--- src/mtf_pkg.sv ---
package mtf_pkg;

    // Width of a symbol on the ports.
    localparam int unsigned SYM_W = 8;

    // Default list length.
    localparam int unsigned DEF_ALPHABET_SIZE = 256;

    // Number of cells folded into one registered group of the result reduction.
    localparam int unsigned GROUP_SIZE = 16;

    // Configuration register indexes.
    localparam logic REG_IDX_DIRECTION = 1'b0;

    // Controls broadcast from the sequencer to every list cell.
    typedef struct packed {
        logic             load_id;   // restore identity order
        logic             cmp_en;    // capture the match flag
        logic             dir;       // 1 matches on cell index, 0 on cell contents
        logic [SYM_W-1:0] key;       // symbol or saturated index to match
        logic             shift_en;  // perform the move to front
        logic [SYM_W-1:0] pos;       // position of the symbol being moved
    } cell_ctrl_t;

endpackage

--- src/mtf_cell.sv ---
module mtf_cell #(
    parameter int unsigned ALPHABET_SIZE = mtf_pkg::DEF_ALPHABET_SIZE,
    parameter int unsigned INDEX         = 0
) (
    input  logic                             aclk,
    input  logic                             aresetn,
    input  mtf_pkg::cell_ctrl_t              ctrl,
    input  logic [$clog2(ALPHABET_SIZE)-1:0] prev_entry,
    output logic [$clog2(ALPHABET_SIZE)-1:0] entry,
    output logic                             match
);
    import mtf_pkg::*;

    localparam int unsigned     POS_W   = $clog2(ALPHABET_SIZE);
    localparam logic [SYM_W-1:0] IDX_SYM = SYM_W'(INDEX);
    localparam logic [POS_W-1:0] IDX_POS = POS_W'(INDEX);

    logic [POS_W-1:0] entry_reg;
    logic [POS_W-1:0] entry_next;
    logic             match_reg;
    logic             match_next;

    // The cell takes its neighbor's entry when the moved symbol sat at or behind it.
    always_comb begin
        entry_next = entry_reg;
        if (ctrl.load_id) begin
            entry_next = IDX_POS;
        end else if (ctrl.shift_en && (IDX_SYM <= ctrl.pos)) begin
            entry_next = prev_entry;
        end
    end

    // Decoding selects by position, encoding by contents.
    always_comb begin
        match_next = match_reg;
        if (ctrl.cmp_en) begin
            if (ctrl.dir) begin
                match_next = (IDX_SYM == ctrl.key);
            end else begin
                match_next = (SYM_W'(entry_reg) == ctrl.key);
            end
        end
    end

    always_ff @(posedge aclk) begin
        if (!aresetn) begin
            entry_reg <= IDX_POS;
            match_reg <= 1'b0;
        end else begin
            entry_reg <= entry_next;
            match_reg <= match_next;
        end
    end

    assign entry = entry_reg;
    assign match = match_reg;

endmodule

--- config.mk ---
export PLATFORM = sky130hd
export DESIGN_NAME = mtf_cell
export DESIGN_NICKNAME = d
export VERILOG_FILES = /design/src/mtf_pkg.sv /design/src/mtf_cell.sv
export SDC_FILE = /design/constraint.sdc
export NUM_CORES = 1
export LEC_CHECK = 0
export BUFFER_PORTS_ARGS = -buffer_cell sky130_fd_sc_hd__buf_2
export CAP_MARGIN = 10
export CORE_AREA = 2 2 39 41
export CTS_BUF_LIST = sky130_fd_sc_hd__clkbuf_4 sky130_fd_sc_hd__clkbuf_8
export DETAILED_ROUTE_END_ITERATION = 6
export DIE_AREA = 0 0 41 43
export PLACE_DENSITY = 0.74
export SLEW_MARGIN = 30
export SYNTH_ARGS = -nofsm -noshare
export SYNTH_HDL_FRONTEND = slang
export SYNTH_SLANG_ARGS = --single-unit
--- constraint.sdc ---
create_clock -name aclk -period 2 [get_ports aclk]
set_input_delay 0.1 -clock aclk [delete_from_list [all_inputs] [get_ports aclk]]
set_output_delay 0.1 -clock aclk [all_outputs]
set_load 0.005 [all_outputs]
======== Yosys cells after proc, flatten, opt, wreduce, memory -nomap -nowiden ========
Index checks and enable logic that the tools add are counted.
storage, ports and cells
  word-level logic and storage cells ...... 9
  flip-flop bits (word level) ............. 9
  bits of input ports ..................... 30
  output and inout bits ................... 9
cells by class
  muxes and demuxes ....................... 1
  bitwise operators ....................... 1
  $lt $le $gt $ge ......................... 1
  eq/ne operators ......................... 1
  reductions and logical operators ........ 3
operator list
  kind                  number
  $eq A8 B8 Y1          1
  $le A1 B8 Y1 const A  1
  $logic_not A8 Y1      1
  $reduce_or A2 Y1      1
  $logic_and A1 B1 Y1   1
  $mux W1               1
  $not A1 Y1            1

======== Logic depth before layout (Yosys ltp) ========
  depth in word-level cells ............... 2
  mapped depth ............................ 4
  mapped depth without buffers ............ 4

======== Worst setup path before layout ========
No wires, ideal clock.
  kind .................................... register to register
  start point ............................. reg entry_reg[6], in the netlist entry[6]
  end point ............................... reg match_reg, in the netlist match
  clock period less this slack ............ 1.016 ns
  data required time ...................... 1.941 ns
  cell stages (with the launch flop) ...... 5
  data arrival time ....................... 0.957 ns
  library setup time ...................... 0.059 ns
  slack ................................... 0.984 ns
  path buffers ............................ 0
  cell sequence ........................... dfxtp_1 -> xnor2_1 -> nand4_1 -> nor4_1 -> a22o_1
on the way
  word-level cells in the longest chain between the ends .. 2
RTL lines
  item                    RTL line        RTL
  start, declared         mtf_cell.sv:18  logic [POS_W-1:0] entry_reg;
  start signal, assigned  mtf_cell.sv:50  entry_reg <= entry_next;
  $eq A8 B8 Y1            mtf_cell.sv:40  match_next = (SYM_W'(entry_reg) == ctrl.key);
  $mux W1                 mtf_cell.sv:37  if (ctrl.dir) begin
  end signal, assigned    mtf_cell.sv:51  match_reg <= match_next;
  end, declared           mtf_cell.sv:20  logic match_reg;
Every way passes these cells.
A chain may end at the register's enable or synchronous reset.

======== Worst setup path in the final report ========
  start point ............................. reg entry_reg[3], in the netlist entry[3]
  end point ............................... reg match_reg, in the netlist match
The elaborated chain is that of the path after synthesis.

==> summary.txt <==
Status
  – Outcome: finished, final reports clean

Power
  – Part of the power in registers: 47.0%
  – NetSw: 0.09283 mW
  – Comb power frac: 15.5%
  – Pwr dens: 639.8 nW/µm²
  – Sw Share: 23.05%
  – Cell-internal power: 0.3099 mW
  – Peak VDD IR: 0.2304 mV
  – Total power: 0.4027 mW
  – Leakage: 0.3261 nW
  – Clock network fraction of total power: 37.5%

Global routing
  – Global-route wire length before repair: 1386 µm
  – Largest net degree at the start of global routing: 9
  – GRT Overall Usage: 11.56%
  – GR Overflow Total: 0
  – Antenna violations before repair: 0
  – Vias in the first global route: 374

Drt
  – Drt via density: 4.674
  – Drt pass-1 iters: 2
  – Vias: 444
  – Residual DRC: 0
  – Post-route ant nets: 0
  – 1st-iter DRT viols: 1
  – Routed WL: 1022 µm
  – DR WL/cell: 10.76 µm

Clock network
  – Later-pin clock latency in the skew report: 0.25 ns
  – Root buf cell: clkbuf_4
  – Resized cells post-CTS: 0
  – Clock Path Buffers: 2
  – Htree depth: 1
  – Clk pin slew, worst setup/hold paths: 0.06 ns
  – Post-CTS repair timing setup buffer count: 0
  – Clock sinks: 9
  – CTS tree: built
  – Post-CTS Hold Buffers: 0
  – Inserted Clock Buffers: 3

Floorplan
  – Core ar.: 1384 µm²
  – Die width: 41 µm
  – # IOs: 39
  – Die Ht: 43 µm
  – Die footprint: 1763 µm²
  – Initial Util: 31.65%
  – Row count: 14

STA
  – Tmin final: 1.123 ns
  – Fmax: 890.7 MHz
  – Worst-Margin Slew: 0.3221 ns
  – Setup_tns: 0 ns
  – Slew Limit Fails: 0
  – Final Setup Violations: 0
  – Tcrit/Tclk final: 56.13%
  – RSZ-0062 raised after global routing: no
  – Hold Vio Cnt, Final: 0
  – Max_slew headroom: 78.52%
  – Worst Skew: 0.0009452 ns

Placed design
  – # port buffers: 30
  – Dpl cell area: 599.3 µm²
  – Global placer's final weighted congestion: 0.5359
  – Placed instance count: 91
  – Post-detail-place hpwl: 816 µm

Final layout
  – Diodes inserted: 0
  – Nets: 110
  – Final Instance Area: 629.4 µm²
  – Max reg flops: 8
  – Most common cell after layout, fill and taps aside: buf_2
  – Final Util: 45.48%
  – Final cell count without fillers: 95
  – Syn-to-layout area delta: 43.71%
  – Fillers: 141
  – Share of cells above drive strength 1: 43.04%
  – Commonest cells after routing, fill and taps aside: 30 x buf_2, 9 x nor2_1, 9 x dfxtp_1, 8 x mux2i_1

Critical path
  – CP peak stage delay: 0.37 ns
  – Worst Path Max Fanout: 3
  – WP data arrival: 1.32 ns
  – Worst EP required: 2.20 ns
  – Worst Setup End Kind: flop
  – Cells along the critical path: xnor2_1 -> nand4_1 -> nor4_1 -> a22o_1
  – Setup crit start kind: flop
  – CP max stage cell: dfxtp_1
  – Crit path kind: flop to flop

Logic synthesis
  – Register bit total from synthesis: 9
  – Compound-gate portion of the synthesized area: 3.143%
  – Cell taking the most area after synthesis: dfxtp_1
  – Synthesized instance count: 47
  – Mapped Area: 437.9 µm²
  – Synth unique cells: 16
  – Synth Area in XOR/XNOR: 16.00%
  – Area contributors post-synth: dfxtp_1 41%, mux2i_1 18%, xnor2_1 8.0%
  – Post-Synth Simple-Gate Area: 18.57%
  – Top cell type's share of synthesized area: 41.14%
  – Synth warn: 0
  – Largest family of logic cells by synthesized area: simple AND/OR/NAND/NOR gates
  – Syn nets: 77
  – Adder-cell area share of the yosys netlist: 0%
  – Syn_area_per_cell: 9.317 µm²
  – Post-synthesis mux area share: 18.29%
  – Sequential element share of the synthesized area: 41.14%

Job
  – Max cap viols: 0

Min path
  – Hold Path Class: primary input to flop
-- metrics by stage --
stage	setup slack, ns	hold WS (ns)
after floorplan	0.9838	0.2326
after global placement	0.9041	0.3342
after detailed placement	0.8711	0.3433
after CTS	0.8483	0.07675
after global routing	0.7109	0.08713
final	0.8773	0.07886
-- synth_stat cells --
library cell / number
dfxtp_1: 9
nor2_1: 9
mux2i_1: 8
xnor2_1: 4
xor2_1: 4
nand4_1: 2
nor3_1: 2
a22o_1: 1
buf_1: 1
buf_2: 1
inv_1: 1
nand2_1: 1
nand2b_1: 1
nor4_1: 1
nor4b_1: 1
o21ai_0: 1
-- power by group through the flow --
stage          Clock [mW]  Sequential (mW)  Combinational, mW
2_1_floorplan           0            0.193             0.0302
3_3_place_gp            0            0.193             0.0621
3_5_place_dp            0            0.193             0.0631
4_1_cts             0.155            0.189             0.0634
5_1_grt             0.163            0.190             0.0692
6_report            0.151            0.189             0.0625
-- final cells by class --
type                    instances  area (µm²)  area share, %
multi-input cells              35       245.2          38.97
flip-flops and latches          9       180.2          28.63
repair buffers                 30       150.1          23.86
clock buffers                   4       30.03          4.771
well taps                      16       20.02          3.181
inverters                       1       3.754         0.5964
-- cell families (layout without fill, tap and decap cells) --
kind of cell	after synthesis	count (layout)
buffers and inverters	3	35
xor gates and xnor gates	8	8
and+or+nand+nor	17	17
AOI/OAI and AO/OA	2	2
DFF	9	9
muxes	8	8
-- worst max-delay path: cells and delay by family, from the launching register on --
kind | cells | cell delay, ns
AND/OR/NAND/NOR | 2 | 0.40
flip-flops | 1 | 0.37
AO/OA/AOI/OAI | 1 | 0.17
XOR/XNOR | 1 | 0.13
-- layer usage --
layer | global-route usage, % | share of wire (%) | vias to the layer above
met4 | 8.000 | 0.98 | 0
met2 | 17.81 | 43 | 22
li1 | - | - | 224
met5 | 0 | 0 | -
met3 | 2.094 | 12 | 2
met1 | 13.55 | 44 | 196
-- path summary, 6_finish.rpt --
path	start	end	cells after the start	slack, ns
worst min register to register	entry[6]	entry[6]	2	0.54
worst min-delay path	prev_entry[6]	entry[6]	3	0.08
worst max register to register	entry[3]	match	4	0.88
worst max-delay path	entry[3]	match	4	0.88
No activity file was read; power rests on OpenSTA's default activity.
